## src/hw/rtl/kac_pkg.sv

```systemverilog
// shared types, codes and sizes for the keypad alarm controller
// no dependencies; imported by every module of the block
`default_nettype none

package kac_pkg;

  // code length and derived sizes
  localparam int CODE_DIGITS = 4;
  localparam int CNT_W       = $clog2(CODE_DIGITS + 1);
  localparam int IDX_W       = (CODE_DIGITS > 1) ? $clog2(CODE_DIGITS) : 1;

  // fixed field widths
  localparam int LIMIT_W  = 10;
  localparam int DIGITS_W = 3;
  localparam logic [LIMIT_W-1:0] TIMEOUT_RESET = 10'd100;

  // action codes
  localparam logic [1:0] ACT_TICK   = 2'd0;
  localparam logic [1:0] ACT_KEY    = 2'd1;
  localparam logic [1:0] ACT_MOTION = 2'd2;

  // key codes
  localparam logic [3:0] KEY_0    = 4'd0;
  localparam logic [3:0] KEY_9    = 4'd9;
  localparam logic [3:0] KEY_B    = 4'd11;
  localparam logic [3:0] KEY_STAR = 4'd14;
  localparam logic [3:0] KEY_HASH = 4'd15;

  typedef enum logic [1:0] {
    MODE_SOUNDING = 2'd0,
    MODE_ARMED    = 2'd1,
    MODE_DISARMED = 2'd2,
    MODE_CHANGE   = 2'd3
  } mode_t;

  typedef enum logic [2:0] {
    EV_NONE      = 3'd0,
    EV_CORRECT   = 3'd1,
    EV_INCORRECT = 3'd2,
    EV_TIMEOUT   = 3'd3,
    EV_CHANGED   = 3'd4
  } event_t;

  typedef struct packed {
    logic [1:0] action;
    logic [3:0] key_code;
    logic       motion_seen;
  } item_t;

  typedef struct packed {
    mode_t               mode;
    logic [DIGITS_W-1:0] digits_entered;
    logic                buzzer_on;
    logic                armed_lamp;
    logic                wrong_code_flag;
    event_t              event_res;
  } result_t;

endpackage

`default_nettype wire

```

## src/hw/rtl/kac_in_stage.sv

```systemverilog
// input register of the keypad alarm controller
// depends on kac_pkg for the item type
`default_nettype none

module kac_in_stage import kac_pkg::*; (
  input  wire logic       clk,
  input  wire logic       rst,
  input  wire logic       s_tvalid,
  output logic            s_tready,
  input  wire logic [7:0] s_tdata,
  input  wire logic [1:0] s_tuser,
  input  wire logic       advance,
  output logic            item_vld,
  output item_t           item
);

  assign s_tready = !item_vld || advance;

  always_ff @(posedge clk) begin
    if (rst) begin
      item_vld <= 1'b0;
    end else if (s_tready) begin
      item_vld <= s_tvalid;
    end
  end

  always_ff @(posedge clk) begin
    if (s_tready && s_tvalid) begin
      item.action      <= s_tuser;
      item.key_code    <= s_tdata[3:0];
      item.motion_seen <= s_tdata[4];
    end
  end

endmodule

`default_nettype wire

```

## src/hw/rtl/kac_core.sv

```systemverilog
// panel state and combinational next-state update for one item
// depends on kac_pkg for codes, types and code length
`default_nettype none

module kac_core import kac_pkg::*; (
  input  wire logic               clk,
  input  wire logic               rst,
  input  wire logic               step,
  input  wire item_t              item,
  input  wire logic [LIMIT_W-1:0] timeout_limit,
  output result_t                 result
);

  mode_t              mode_reg;
  mode_t              mode_next;
  logic [CNT_W-1:0]   entry_count;
  logic [CNT_W-1:0]   count_next;
  logic [LIMIT_W-1:0] idle_ticks;
  logic [LIMIT_W-1:0] idle_next;
  logic               wrong_flag;
  logic               wrong_next;
  logic [3:0]         entry_digits [CODE_DIGITS];
  logic [3:0]         stored_code [CODE_DIGITS];
  logic [LIMIT_W:0]   tick_sum;
  logic               full;
  logic               match;
  logic               wr_digit;
  logic               load_code;
  event_t             ev;

  assign full     = (entry_count == CNT_W'(CODE_DIGITS));
  assign tick_sum = {1'b0, idle_ticks} + {{LIMIT_W{1'b0}}, 1'b1};

  always_comb begin
    match = full;
    for (int i = 0; i < CODE_DIGITS; i++) begin
      if (entry_digits[i] != stored_code[i]) match = 1'b0;
    end
  end

  always_comb begin
    mode_next  = mode_reg;
    count_next = entry_count;
    idle_next  = idle_ticks;
    wrong_next = wrong_flag;
    wr_digit   = 1'b0;
    load_code  = 1'b0;
    ev         = EV_NONE;
    unique case (item.action)
      ACT_TICK: begin
        if (tick_sum > {1'b0, timeout_limit}) begin
          if (entry_count != '0) ev = EV_TIMEOUT;
          count_next = '0;
          idle_next  = '0;
        end else begin
          idle_next = tick_sum[LIMIT_W-1:0];
        end
      end
      ACT_KEY: begin
        idle_next = '0;
        unique case (item.key_code) inside
          [KEY_0:KEY_9]: begin
            if (!full) begin
              wr_digit   = 1'b1;
              count_next = entry_count + CNT_W'(1);
            end
          end
          KEY_STAR: begin
            if (entry_count != '0) count_next = entry_count - CNT_W'(1);
          end
          KEY_B: begin
            if (mode_reg == MODE_DISARMED) begin
              mode_next  = MODE_CHANGE;
              count_next = '0;
            end
          end
          KEY_HASH: begin
            if (mode_reg == MODE_CHANGE) begin
              if (full) begin
                load_code = 1'b1;
                mode_next = MODE_DISARMED;
                ev        = EV_CHANGED;
              end
              count_next = '0;
            end else begin
              ev = match ? EV_CORRECT : EV_INCORRECT;
              case (mode_reg)
                MODE_ARMED: begin
                  mode_next  = match ? MODE_DISARMED : MODE_SOUNDING;
                  wrong_next = !match;
                  count_next = '0;
                end
                MODE_SOUNDING: begin
                  if (match) begin
                    mode_next  = MODE_DISARMED;
                    wrong_next = 1'b0;
                    count_next = '0;
                  end
                end
                default: begin
                  if (match) begin
                    mode_next  = MODE_ARMED;
                    count_next = '0;
                  end
                end
              endcase
            end
          end
          default: ;
        endcase
      end
      ACT_MOTION: begin
        if (item.motion_seen && mode_reg == MODE_ARMED) begin
          mode_next  = MODE_SOUNDING;
          wrong_next = 1'b0;
        end
      end
      default: ;
    endcase
  end

  always_ff @(posedge clk) begin
    if (rst) begin
      mode_reg    <= MODE_ARMED;
      entry_count <= '0;
      idle_ticks  <= '0;
      wrong_flag  <= 1'b0;
      for (int i = 0; i < CODE_DIGITS; i++) begin
        stored_code[i] <= 4'((i % 9) + 1);
      end
    end else if (step) begin
      mode_reg    <= mode_next;
      entry_count <= count_next;
      idle_ticks  <= idle_next;
      wrong_flag  <= wrong_next;
      if (load_code) begin
        for (int i = 0; i < CODE_DIGITS; i++) begin
          stored_code[i] <= entry_digits[i];
        end
      end
    end
  end

  // entry digits hold no reset, only slots below the count are read
  always_ff @(posedge clk) begin
    if (step && wr_digit) begin
      entry_digits[entry_count[IDX_W-1:0]] <= item.key_code;
    end
  end

  assign result.mode            = mode_next;
  assign result.digits_entered  = DIGITS_W'(count_next);
  assign result.buzzer_on       = (mode_next == MODE_SOUNDING);
  assign result.armed_lamp      = (mode_next == MODE_SOUNDING) || (mode_next == MODE_ARMED);
  assign result.wrong_code_flag = wrong_next;
  assign result.event_res       = ev;

`ifndef SYNTH
  a_count_bound: assert property (@(posedge clk) disable iff (rst)
    entry_count <= CNT_W'(CODE_DIGITS))
    else $error("entry count above code length");

  a_wrong_sounding: assert property (@(posedge clk) disable iff (rst)
    wrong_flag |-> mode_reg == MODE_SOUNDING)
    else $error("wrong code flag outside sounding mode");

  a_changed_disarms: assert property (@(posedge clk) disable iff (rst)
    step && ev == EV_CHANGED |=> mode_reg == MODE_DISARMED && entry_count == '0)
    else $error("code change did not end disarmed with empty entry");

  a_idle_step_holds: assert property (@(posedge clk) disable iff (rst)
    !step |=> $stable(mode_reg) && $stable(entry_count) && $stable(wrong_flag))
    else $error("state moved without an item");
`endif

endmodule

`default_nettype wire

```

## src/hw/rtl/keypad_alarm_controller_unit.sv

```systemverilog
// top level of the keypad alarm controller: config register and result register
// depends on kac_pkg, kac_in_stage and kac_core
//
// channel  dir  handshake              payload
// s_*      in   s_tvalid / s_tready    s_tuser action, s_tdata key_code, motion_seen
// m_*      out  m_tvalid / m_tready    m_tdata mode .. event_res
// cfg_*    in   cfg_valid / cfg_ready  cfg_data timeout_limit
//
// one word per cycle sustained while m_tready is high; a taken word lands in the input register,
// then passes the single state-update step into the result register, which drives m_tdata
// reset returns armed mode, code 1234, empty entry and timeout limit 100, no clearing pass
// a stalled result holds in the result register while one more word waits in the input
// register; s_tready drops only when both are full and m_tready is low
`default_nettype none

module keypad_alarm_controller_unit import kac_pkg::*; (
  input  wire logic               clk,
  input  wire logic               rst,
  // input stream
  input  wire logic               s_tvalid,
  output logic                    s_tready,
  input  wire logic [7:0]         s_tdata,   // key_code[3:0], motion_seen[4], zero pad
  input  wire logic [1:0]         s_tuser,   // action[1:0]
  // result stream
  output logic                    m_tvalid,
  input  wire logic               m_tready,
  output logic [15:0]             m_tdata,   // mode[1:0], digits_entered[4:2], buzzer_on[5],
                                             // armed_lamp[6], wrong_code_flag[7],
                                             // event_res[10:8], zero pad
  // config write
  input  wire logic               cfg_valid,
  output logic                    cfg_ready,
  input  wire logic [LIMIT_W-1:0] cfg_data   // timeout_limit
);

  logic               item_vld;
  item_t              item;
  logic               advance;
  logic [LIMIT_W-1:0] timeout_limit;
  result_t            result;
  result_t            res_q;

  // word moves into the result register when that register is free or draining
  assign advance = item_vld && (!m_tvalid || m_tready);

  // config always accepted; the user must let it land only while the block is quiet; no check
  assign cfg_ready = 1'b1;

  always_ff @(posedge clk) begin
    if (rst) begin
      timeout_limit <= TIMEOUT_RESET;
    end else if (cfg_valid) begin
      timeout_limit <= cfg_data;
    end
  end

  kac_in_stage u_in (
    .clk      (clk),
    .rst      (rst),
    .s_tvalid (s_tvalid),
    .s_tready (s_tready),
    .s_tdata  (s_tdata),
    .s_tuser  (s_tuser),
    .advance  (advance),
    .item_vld (item_vld),
    .item     (item)
  );

  // panel state steps exactly once per word, as it enters the result register
  kac_core u_core (
    .clk           (clk),
    .rst           (rst),
    .step          (advance),
    .item          (item),
    .timeout_limit (timeout_limit),
    .result        (result)
  );

  // result register
  always_ff @(posedge clk) begin
    if (rst) begin
      m_tvalid <= 1'b0;
    end else if (advance) begin
      m_tvalid <= 1'b1;
    end else if (m_tready) begin
      m_tvalid <= 1'b0;
    end
  end

  always_ff @(posedge clk) begin
    if (advance) begin
      res_q <= result;
    end
  end

  assign m_tdata = {5'b0, res_q.event_res, res_q.wrong_code_flag, res_q.armed_lamp,
                    res_q.buzzer_on, res_q.digits_entered, res_q.mode};

`ifndef SYNTH
  a_no_overwrite: assert property (@(posedge clk) disable iff (rst)
    m_tvalid && !m_tready |=> m_tvalid && $stable(m_tdata))
    else $error("pending result lost or changed");

  a_advance_frees: assert property (@(posedge clk) disable iff (rst)
    item_vld && !advance |-> m_tvalid && !m_tready)
    else $error("buffered word stuck while result side is free");

  a_ready_when_drained: assert property (@(posedge clk) disable iff (rst)
    !item_vld |-> s_tready)
    else $error("input not ready with empty input register");
`endif

endmodule

`default_nettype wire

```

## config.mk

```make
export PLATFORM = sky130hd
export DESIGN_NAME = keypad_alarm_controller_unit
export DESIGN_NICKNAME = d
export VERILOG_FILES = /design/src/hw/rtl/kac_pkg.sv /design/src/hw/rtl/kac_in_stage.sv /design/src/hw/rtl/kac_core.sv /design/src/hw/rtl/keypad_alarm_controller_unit.sv
export SDC_FILE = /design/constraint.sdc
export NUM_CORES = 1
export LEC_CHECK = 0
export BUFFER_PORTS_ARGS = -buffer_cell sky130_fd_sc_hd__buf_4
export CAP_MARGIN = 20
export CORE_MARGIN = 3
export CORE_UTILIZATION = 45
export CTS_CLUSTER_DIAMETER = 60
export DETAILED_ROUTE_END_ITERATION = 16
export GPL_TIMING_DRIVEN = 0
export SLEW_MARGIN = 40
export SYNTH_ARGS = -nofsm -noshare
export SYNTH_HDL_FRONTEND = slang
export SYNTH_SLANG_ARGS = --single-unit
```

## constraint.sdc

```tcl
create_clock -name clk -period 3.87 [get_ports clk]
set_clock_uncertainty 0.15 [all_clocks]
set_input_delay 0.1935 -clock clk [delete_from_list [all_inputs] [get_ports clk]]
set_output_delay 0.1935 -clock clk [all_outputs]
set_load 0.02 [all_outputs]
```

Yosys cells after proc, flatten, opt, wreduce, memory -nomap -nowiden
Memory sizes are Yosys's and may differ from the RTL's.
Index checks and enable logic that the tools add are counted.
{"block": "classes", "order_cmp": 3, "div": 0, "mux": 59, "mul": 0, "shift": 0, "n_addsub": 3, "n_reduce_logical": 18, "bitwise_logic": 4, "n_eq_ne": 14}
{"op": "3-bit two-way mux", "count": 10}
{"op": "1-bit two-way mux", "count": 25}
{"op": "2-bit two-way mux", "count": 10}
{"op": "10-bit one-hot mux with 2 select lines", "count": 1}
{"op": "4-bit two-way mux", "count": 4}
{"op": "4-bit inequality test", "count": 4}
{"op": "4-bit == test, second input constant", "count": 3}
{"op": "2-bit one-hot mux with 2 select lines", "count": 3}
{"op": "3-bit one-hot mux with 2 select lines", "count": 2}
{"op": "3-bit one-hot mux with 4 select lines", "count": 1}
{"op": "10-bit by 1-bit adder with 11-bit output, second input constant", "count": 1}
{"op": "11-bit by 10-bit greater-than comparator with 1-bit output", "count": 1}
{"op": "10-bit two-way mux", "count": 1}
{"op": "2-bit by 1-bit == test with 1-bit output, second input constant", "count": 3}
{"op": "2-bit == test, second input constant", "count": 3}
{"op": "2-bit logical NOT", "count": 3}
{"op": "1-bit logical AND", "count": 5}
{"op": "4-bit by 1-bit >= comparator with 1-bit output, second input constant", "count": 1}
{"op": "4-bit less-or-equal comparator, second input constant", "count": 1}
{"op": "1-bit bitwise OR", "count": 4}
{"op": "1-bit one-hot mux with 2 select lines", "count": 2}
{"op": "2-bit nonzero test", "count": 2}
{"op": "3-bit by 1-bit adder with 3-bit output, second input constant", "count": 1}
{"op": "3-bit == test, second input constant", "count": 1}
{"op": "5 further kinds", "count": 9}
{"block": "word_totals", "out_inout_bits": 19, "romBits": 0, "ramBits": 32, "n_memories": 2, "latch_bits": 0, "elab_cells": 119, "inputBits": 25, "regBits": 46}
{"name": "u_core.entry_digits", "depth": 4, "width": 4, "read_ports": 4, "rd_ports_with_merged_regs": 0, "write_ports": 1, "line": "kac_core.sv:22", "rtl": "logic [3:0] entry_digits [CODE_DIGITS];"}
{"name": "u_core.stored_code", "depth": 4, "width": 4, "read_ports": 4, "rd_ports_with_merged_regs": 0, "write_ports": 4, "line": "kac_core.sv:23", "rtl": "logic [3:0] stored_code [CODE_DIGITS];"}

Depth between registers and ports, before layout
Gate-level depths: netlist (run 1).
An unclocked memory read counts as a cell.
{"block": "logic_depth", "word_depth": 13, "mapped_depth": 12, "depth_no_buf": 12}

Modules after synthesis
A second synthesis (run 1) with hierarchy kept.
{"block": "hier_totals", "cells_unflattened": 408, "hier_area_um2": 4212.8}
{"mod": "kac_core", "area_per_inst_um2": 3163.0, "n_inst": 1, "seq_area_each_um2": 1281.2, "cells_each": 340}
{"mod": "keypad_alarm_controller_unit", "area_per_inst_um2": 784.5, "n_inst": 1, "seq_area_each_um2": 550.5, "cells_each": 56}
{"mod": "kac_in_stage", "area_per_inst_um2": 265.3, "n_inst": 1, "seq_area_each_um2": 230.2, "cells_each": 12}

Least setup slack after synthesis (run 1)
OpenSTA, ideal clock, no wires.
{"block": "synth_path", "path_type": "reg-to-reg", "startpoint": "reg u_core.idle_ticks[0]", "endpoint": "reg res_q, in the netlist m_tdata[2] (data pin)", "required_time_ns": 3.568, "period_less_slack_ns": 2.897, "t_arrival_ns": 2.595, "slack_ns": 0.973, "setup_time_ns": 0.152, "path_buffers": 0, "path_stages_with_launch": 13, "cell_sequence": "dfxtp_1 -> ha_1 -> nand3_1 -> nor2_1 -> nor2_1 -> or2_2 -> ha_1 -> a211oi_1 -> o221ai_1 -> o221a_2 -> nor2_1 -> a21oi_1 -> o21ai_0"}
{"element": "start: declaration", "line": "kac_core.sv:18", "rtl": "logic [LIMIT_W-1:0] idle_ticks;"}
{"element": "start signal: assignment", "line": "kac_core.sv:134", "rtl": "idle_ticks <= idle_next;"}
{"element": "end signal: assignment", "line": "keypad_alarm_controller_unit.sv:92", "rtl": "res_q <= result;"}
{"element": "end: declaration", "line": "keypad_alarm_controller_unit.sv:41", "rtl": "result_t res_q;"}

==> out/metrics.yaml, run 1 <==
root_buffer: "clkbuf_8"
start_util_pct: 47.7
ant_nets: 0
power_density_nw_per_um2: 341
synthCells: 402
max_slew_margin_pct: 53.5
start_kind: "flop"
yosysSeqAreaShare_pct: 51.0
final_core_util_pct: 57.2
post_dp_cell_area_um2: 4440
fin_crit_sh_pct: 88.5
synth_cell_types: 51
whs_ns: 0.0354
hold_viol: 0
cts_resized: 0
vias: 3062
ir_drop_mv: 0.177
setup_viol: 0
final_cell_area_um2: 4840
async_reset_ff_share_pct: 0
yosysWarnings: 0
cp.required_ns: 3.91
hp-start: "rst"
synth_top_family_by_area: "simple AND/OR/NAND/NOR gates"
hold_depth: 2
synth-simple-area-share_pct: 22.3
worst_pin_slew_ns: 0.696
fill_cells: 702
synth_area_leaders: "edfxtp_1 (37%), dfxtp_1 (14%), ha_1 (5.9%)"
die_h_um: 101
antenna_found_initial: 0
gp_congestion: 0.860
max_cap_viol_count: 0
synth_compound_area_share_pct: 9.57
synth_top_area_share_pct: 37.2
timing.rr.start: "u_core.idle_ticks[0]"
wl_per_cell_um: 15.1
synthAdderAreaFrac_pct: 5.88
synthXorXnorAreaFrac_pct: 4.33
finalCriticalPeriod_ns: 3.43
fmax_ghz: 0.292
cts_hold_buf: 22
gr-total-overflow: 0
drive_gt1_share_pct: 15.9
crit_type: "flop to flop"
worstSetupEndpointType: "flop"
htreeDepth: 3
drtPass1Iterations: 4
cts_tree: "done"
via_per_inst: 5.25
rsz0062_at_grt: "false"
core.rowCount: 33
clock_sinks: 78
first_global_vias: 3029
core_area_um2: 8460
final_nets: 517
avgSynthCellArea_um2: 10.1
clockBufferDepth: 2
die_area_um2: 10200
fin_setup_tns_ns: 0
ys_seq_elements: 78
slew_viol_final: 0
num_antenna_cells: 0
port-buffer-count: 34
seq_area_um2: 2060
arrival_ns: 3.47
grt_pass1_wl_um: 14600
worst-path-max-fanout: 5
reg2reg_depth: 12
yosys-mux-area-fraction_pct: 2.23
grt_max_degree: 17
synth_edf_count: 50
cts_setup_buffers: 0
wl_um: 8800
run_status: "completed"
clock_latency_ns: 0.35
p_leak_nw: 1.86
multiInputGateArea_um2: 1810
die_w_um: 101
total_power_mw: 1.65
cts.clk_slew.worst_paths_ns: 0.09
drc: 0
reg2reg_to: "m_tdata[4]"
top_level_ports: 44
min_to: "u_core.stored_code[1][1]"
syn_area_um2: 4040
hp-class: "input port to flop"
drt_iter0_markers: 130
yosysTopAreaCell: "edfxtp_1"
track_usage_pct: 18.5
area_growth_pct: 19.8
rrSetupSlack_ns: 0.44
post-dp-hpwl_um: 6340
numCtsBuffers: 9
synth_flop_cell: "edfxtp_1"
==> area by class of cell <==
cell class	instances	area share, %
clock inverters	7	1.14
flip-flops and latches	78	42.6
repair buffers	56	9.82
plain buffers	18	1.94
well taps	105	2.71
multi-input cells	287	37.5
inverters	23	1.78
clock buffers	9	2.56
==> worst max-delay path: stages (launching register included) <==
cell and delay, ns:
dfxtp_1 0.45, ha_1 0.23, nand3_1 0.18, nor2_1 0.20, nor2_1 0.06, or2_2 0.32, ha_1 0.32, nand4_1 0.10
or3_1 0.40, o221a_2 0.17, nor2_1 0.27, a21oi_1 0.22, a21oi_1 0.21
==> power by group <==
group / leakage [nW] / internal [mW] / switching, mW
Clock: 0.0866 / 0.239 / 0.322
Sequential: 0.692 / 0.907 / 0.0188
Combinational: 1.08 / 0.0744 / 0.0894
Total: 1.86 / 1.22 / 0.430
==> cells in the mapped netlist, types with 3 or more instances <==
| cell type | instances |
|---|---|
| o211ai_1 | 3 |
| nand4_1 | 8 |
| a21oi_1 | 12 |
| or3_1 | 9 |
| nand2_1 | 50 |
| ha_1 | 19 |
| a211oi_1 | 3 |
| buf_4 | 6 |
| a22o_1 | 5 |
| inv_1 | 23 |
| nor3_1 | 5 |
| nor2b_1 | 6 |
| and2_1 | 17 |
| dfxtp_1 | 28 |
| xnor2_1 | 18 |
| edfxtp_1 | 50 |
| nor2_1 | 33 |
| o21ai_0 | 16 |
| or2_2 | 6 |
| a31oi_1 | 7 |
| nand2b_1 | 3 |
| clkbuf_1 | 6 |
| buf_1 | 3 |
| o221ai_1 | 3 |
| mux2i_1 | 9 |
| nand3_1 | 21 |
==> metrics by stage <==
stage | setup slack (ns) | std cells
final | 0.443 | 583
after global routing | 0.248 | 583
after CTS | 0.457 | 583
after detailed placement | 0.502 | 545
after global placement | 0.524 | 545
after floorplan | 0.973 | 406
==> placed cells by master, fill, tap and decap left out, drive strengths merged, types with 3 or more instances in the layout <==
cell / netlist / routed
o211ai: 3 / 3
nand2: 50 / 50
a211oi: 3 / 3
ha: 19 / 19
mux2i: 9 / 9
or3: 9 / 9
clkbuf: 8 / 17
nor2b: 6 / 6
a22o: 5 / 5
and2: 19 / 19
dfxtp: 28 / 28
nor3: 8 / 8
nand4: 8 / 8
dlygate4sd3: 0 / 22
a21oi: 12 / 12
o21ai: 17 / 17
conb: 2 / 6
or2: 6 / 6
nand2b: 3 / 3
nor2: 33 / 33
nand3: 22 / 22
xnor2: 18 / 18
a31oi: 7 / 7
inv: 23 / 26
buf: 10 / 44
edfxtp: 50 / 50
nor4: 3 / 3
o221ai: 3 / 3
==> cells by family (layout without fill, tap and decap cells) <==
logic type	after synthesis	in the layout
other	2	6
flip-flops	78	78
adder cells (fa/ha/maj)	19	19
AND/OR/NAND/NOR	173	173
XOR/XNOR	20	20
AO/OA/AOI/OAI	60	60
buffers and inverters	41	113
multiplexers	9	9
==> layer usage <==
metal	up-vias	global-route usage, %	share of wire [%]
li1	1550	-	-
met5	-	0	0
met2	82	28.2	46
met3	13	3.11	4.8
met1	1417	26.1	48
met4	0	7.77	1.6
==> worst max path at each step <==
stage                               startpoint               endpoint
after floorplan           u_core.idle_ticks[0]             m_tdata[2]
after global placement    u_core.idle_ticks[0]             m_tdata[4]
after detailed placement  u_core.idle_ticks[0]  u_core.entry_count[1]
after CTS                 u_core.idle_ticks[0]             m_tdata[4]
after global routing      u_core.idle_ticks[0]             m_tdata[3]
final                     u_core.idle_ticks[0]             m_tdata[4]
No activity file was read; power rests on OpenSTA's default activity.
==> inputs of run 2 (changes only) <==
--- a/config.mk
+++ b/config.mk
@@ -14,2 +14,3 @@
 export GPL_TIMING_DRIVEN = 0
+export PLACE_DENSITY = 0.73
 export SLEW_MARGIN = 40
--- a/constraint.sdc
+++ b/constraint.sdc
@@ -4,2 +4,2 @@
 set_output_delay 0.1935 -clock clk [all_outputs]
-set_load 0.02 [all_outputs]
+set_load 0.005 [all_outputs]
==> run 2 against run 1 <==
  * Cell count shrank 0.51%
  * Clock power grew 19%
  * Global-route usage shrank 1.4 points
  * Critical path depth is the same
  * Register-to-register slack lost 0.11 ns
  * Power grew 5.4%
  * Hold slack lost 0.025 ns
  * Sequential share of layout area shrank 0.11 points
  * Cell area grew 0.26%
  * Largest cell class unchanged
  * Largest power group unchanged
==> out/metrics.yaml, run 2 (same netlist as run 1, synthesis figures left out) <==
finalCriticalPeriod_ns: 3.54  # +0.114 ns
first_global_vias: 2944  # -2.8%
gr-max-usage-layer: "met2"
fin_crit_sh_pct: 91.5  # +2.9 points
wl_um: 8160  # -7.3%
cts_setup_buffers: 0  # unchanged
start_kind: "flop"
ir_drop_mv: 0.221  # +25%
core_area_um2: 8460  # unchanged
gr-usage-met2_pct: 25.4  # -2.8 points
cts_hold_buf: 19  # -14%
die_area_um2: 10200  # unchanged
slowest_stage: "dfxtp_1"
cp.required_ns: 3.90  # about the same
worstSetupEndpointType: "flop"
run_status: "completed"
die_h_um: 101  # unchanged
clockBufferDepth: 2  # unchanged
drive_gt1_share_pct: 15.8  # -0.11 points
setup_viol: 0  # unchanged
vias: 3071  # +0.29%
use_met1_pct: 25.2  # -0.90 points
fin_setup_tns_ns: 0  # unchanged
core.rowCount: 33  # unchanged
hold_viol: 0  # unchanged
cts_resized: 0  # unchanged
num_antenna_cells: 0  # unchanged
worst-path-max-fanout: 5  # unchanged
track_usage_pct: 17.1  # -1.4 points
total_power_mw: 1.74  # +5.4%
clock_latency_ns: 0.34  # about the same
max_cap_viol_count: 0  # unchanged
seq_area_um2: 2060  # unchanged
gp_congestion: 0.887  # +3.2%
multiInputGateArea_um2: 1810  # unchanged
grt_max_degree: 17  # unchanged
die_w_um: 101  # unchanged
max_slew_margin_pct: 55.7  # +2.2 points
cts.clk_slew.worst_paths_ns: 0.09  # about the same
drtPass1Iterations: 5  # +1
hp-class: "input port to flop"
gr-total-overflow: 0  # unchanged
fill_cells: 711  # +1.3%
via_per_inst: 5.29  # +0.81%
area_growth_pct: 20.1
grt_pass1_wl_um: 13800  # -5.4%
rsz0062_at_grt: "false"
antenna_found_initial: 0  # unchanged
port-buffer-count: 34  # unchanged
arrival_ns: 3.57  # +0.10 ns
cp_cell_sequence: "ha_1, nand3_1, nor2_1, nor2_1, or2_2, ha_1, a211oi_1, o221ai_1, o221a_2, nor2_1, a21oi_1, o21ai_0"
power_density_nw_per_um2: 358  # +5.1%
fmax_ghz: 0.282  # -3.2%
drc: 0  # unchanged
mostFrequentLayoutCells: "nand2_1 (50), edfxtp_1 (50), buf_4 (40), nor2_1 (33), dfxtp_1 (28)"
cpPeakStageDelay_ns: 0.45  # about the same
wl_per_cell_um: 14.1  # -6.8%
worst_pin_slew_ns: 0.663  # -0.0329 ns
final_nets: 514  # -0.58%
ant_nets: 0  # unchanged
post-dp-hpwl_um: 6000  # -5.2%
cp_common_cell: "nor2_1"
start_util_pct: 47.7  # unchanged
post_dp_cell_area_um2: 4440  # unchanged
drt_iter0_markers: 214  # +65%
htreeDepth: 3  # unchanged
top_level_ports: 44  # unchanged
grt_util_met3_pct: 3.67  # +0.55 points
slew_viol_final: 0  # unchanged
p_leak_nw: 1.87  # +0.60%
root_buffer: "clkbuf_8"
crit_type: "flop to flop"
final_core_util_pct: 57.4  # +0.15 points
cts_tree: "done"
final_cell_area_um2: 4850  # +0.26%
clock_sinks: 78  # unchanged
numCtsBuffers: 9  # unchanged
[run 2: report_power, final]
part | internal, mW | switching (mW) | total, mW
logic | 0.0707 | 0.0783 | 0.149
clock network | 0.365 | 0.301 | 0.666
registers | 0.907 | 0.0171 | 0.925
total | 1.34 | 0.397 | 1.74
[run 2: critical path: cells and delay by family (launching register included)]
family / cells / cell delay [ns]
AOI/OAI and AO/OA: 5 / 1.19
adders and majority gates: 2 / 0.53
DFF: 1 / 0.45
and+or+nand+nor: 5 / 1.05
[run 2: path summary, 6_finish.rpt]
path | endpoint | slack, ns | cells after the start | startpoint
hold reg to reg | u_core.idle_ticks[5] | 0.34 | 2 | u_core.idle_ticks[5]
hold / removal | timeout_limit[9] | 0.01 | 3 | cfg_valid
setup reg to reg | m_tdata[3] | 0.33 | 12 | u_core.idle_ticks[0]
setup / recovery | m_tdata[3] | 0.33 | 12 | u_core.idle_ticks[0]
[run 2: metal layers]
layer | wire [µm] | vias to the layer above | share of wire [%]
met5 | 0 | - | 0
met4 | 92 | 0 | 1.1
met3 | 446 | 7 | 5.5
met2 | 3610 | 91 | 44
met1 | 4020 | 1426 | 49
li1 | - | 1547 | -
[run 2: through the flow]
stage / hold WS, ns / std cells / setup slack (ns)
floorplan: 0.142 / 406 / 0.973
global placement: 0.222 / 545 / 0.524
detailed placement: 0.223 / 545 / 0.489
CTS: 0.00279 / 580 / 0.401
global route: 0.00912 / 580 / 0.142
finish: 0.0105 / 580 / 0.329
[run 2: cell type report]
class | count | area share (%)
Multi-Input combinational cell | 287 | 37.4
Timing Repair Buffer | 53 | 9.18
Inverter | 23 | 1.78
Clock inverter | 7 | 2.01
Sequential cell | 78 | 42.5
Clock buffer | 9 | 2.55
Buffer | 18 | 1.93
Tap cell | 105 | 2.71
==> inputs of run 3 (changes only) <==
MAX_ROUTING_LAYER = met4   (was not set)
==> run 3 against run 2 <==
  * Global-route usage increased by 1.7 points
  * Hold slack better by 0.0048 ns
  * Cell count grew 0.17%
  * Flip-flop and latch count unchanged
  * Setup slack improved by 0.053 ns
  * Combinational power rose by 3%
  * Largest cell class unchanged
  * Largest power group unchanged
  * Highest routed layer unchanged
==> out/metrics.yaml, run 3 (same netlist as run 1, synthesis figures left out) <==
clock_sinks: 78  # unchanged
worstSetupEndpointType: "flop"
p_int_mw: 1.35  # +0.31%
cp_cell_sequence: "ha_1, nand3_1, nor2_1, nor2_1, or2_2, ha_1, a211oi_1, o221ai_1, o221a_2, nor2_1, a21oi_1, o21ai_0"
grt_pass1_wl_um: 14600  # +6.2%
max_cap_viol_count: 0  # unchanged
port-buffer-count: 34  # unchanged
num_antenna_cells: 0  # unchanged
p_comb_share_pct: 8.7  # about the same
reg2reg_depth: 12  # unchanged
start_kind: "flop"
cts.clk_slew.worst_paths_ns: 0.08  # about the same
cp-startpoint: "u_core.idle_ticks[0]"
die_area_um2: 10200  # unchanged
cts_tree: "done"
finalCriticalPeriod_ns: 3.49  # -0.0535 ns
power_density_nw_per_um2: 360  # +0.44%
fin_setup_tns_ns: 0  # unchanged
slew_viol_final: 0  # unchanged
final_nets: 515  # +0.19%
numCtsBuffers: 9  # unchanged
area_growth_pct: 20.4
worst-path-max-fanout: 5  # unchanged
arrival_ns: 3.52  # -0.05 ns
fill_cells: 724  # +1.8%
via_per_inst: 5.44  # +2.8%
multiInputGateArea_um2: 1810  # unchanged
antenna_found_initial: 0  # unchanged
drc: 0  # unchanged
crit_type: "flop to flop"
whs_ns: 0.0153  # +0.00482 ns
core.rowCount: 33  # unchanged
ant_nets: 0  # unchanged
clockBufferDepth: 2  # unchanged
drive_gt1_share_pct: 15.8  # -0.033 points
post-dp-hpwl_um: 6100  # +1.7%
clkPwrFrac_pct: 38.5  # +0.2 points
htreeDepth: 3  # unchanged
die_h_um: 101  # unchanged
worst_pin_slew_ns: 0.667  # +0.00347 ns
track_usage_pct: 18.8  # +1.7 points
run_status: "completed"
cp.required_ns: 3.90  # about the same
mostFrequentLayoutCells: "nand2_1 (50), edfxtp_1 (50), buf_4 (40), nor2_1 (33), dfxtp_1 (28)"
p_leak_nw: 1.87  # +0.10%
clock_latency_ns: 0.35  # about the same
gp_congestion: 0.900  # +1.6%
hp-class: "input port to flop"
slowest_stage: "dfxtp_1"
gr-total-overflow: 0  # unchanged
cp-endpoint: "m_tdata[3]"
reg2reg_to: "m_tdata[3]"
fmax_ghz: 0.287  # +1.5%
grt_max_degree: 17  # unchanged
die_w_um: 101  # unchanged
power.switching_mw: 0.404  # +1.8%
swShare_pct: 23.1  # +0.26 points
timing.rr.start: "u_core.idle_ticks[0]"
top_level_ports: 44  # unchanged
cpPeakStageDelay_ns: 0.46  # about the same
drtPass1Iterations: 5  # unchanged
drt_iter0_markers: 223  # +4.2%
seq_area_um2: 2060  # unchanged
root_buffer: "clkbuf_8"
setup_viol: 0  # unchanged
ir_drop_mv: 0.195  # -12%
first_global_vias: 3073  # +4.4%
pwr-share-seq_pct: 52.8  # -0.3 points
vias: 3162  # +3.0%
rrSetupSlack_ns: 0.38  # +0.05 ns
wl_per_cell_um: 14.5  # +3.3%
wl_um: 8450  # +3.5%
fin_crit_sh_pct: 90.1  # -1.4 points
rsz0062_at_grt: "false"
hold_viol: 0  # unchanged
max_slew_margin_pct: 55.5  # -0.23 points
start_util_pct: 47.7  # unchanged
cp_common_cell: "nor2_1"
core_area_um2: 8460  # unchanged
run 3: what timing repair did:
item	CTS	global route
buffers inserted	0	0
hold buffers	20	0
endpoints found under the hold margin	18	0
resized for setup	0	0
run 3: stage by stage:
stage	cell area [µm²]	cells	setup slack (ns)	util (%)	total power, mW
2_1_floorplan	4060	406	0.973	-	1.02
3_3_place_gp	4440	545	0.520	52.5	1.07
3_5_place_dp	4440	545	0.488	52.5	1.08
4_1_cts	4860	581	0.405	57.5	1.77
5_1_grt	4860	581	0.125	57.5	1.82
6_report	4860	581	0.383	57.5	1.75
run 3: how the worst min path moves through the flow:
stage               start                       end  slack [ns]  cells past startpoint
2_1_floorplan  s_tdata[4]              u_in.item[0]        0.14                      0
3_3_place_gp   s_tdata[2]              u_in.item[3]        0.22                      1
6_report        cfg_valid          timeout_limit[7]        0.02                      3
3_5_place_dp   s_tdata[3]              u_in.item[4]        0.22                      1
5_1_grt               rst  u_core.stored_code[1][1]        0.03                      2
4_1_cts         cfg_valid          timeout_limit[7]       0.009                      3
run 3: cell type report:
cell class,count,area share (%)
Timing Repair Buffer,54,9.36
Clock inverter,6,1.93
Sequential cell,78,42.4
Tap cell,105,2.70
Clock buffer,10,2.62
Inverter,23,1.77
Buffer,18,1.93
Multi-Input combinational cell,287,37.3
run 3: power by group through the flow:
stage                     registers (mW)  logic (mW)  clock network, mW
after CTS                          0.925       0.151              0.691
after global placement             0.943       0.130                  0
after global routing               0.929       0.171              0.722
final                              0.924       0.153              0.674
after floorplan                    0.939      0.0840                  0
after detailed placement           0.944       0.133                  0
run 3: metal layers:
metal  part of all wire, %  track usage [%]  vias up
met1                    47             25.9     1512
met3                   5.6             3.53       11
met2                    45             27.8       90
li1                      -                -     1549
met4                   1.6             6.63        0
met5                     0                -        -
run 3: worst max-delay path, delay by kind of cell, from the launching register on:
| kind | cells | cell delay [ns] |
|---|---|---|
| compound gates | 5 | 1.13 |
| simple gates | 5 | 1.05 |
| fa+ha+maj | 2 | 0.54 |
| flops | 1 | 0.46 |
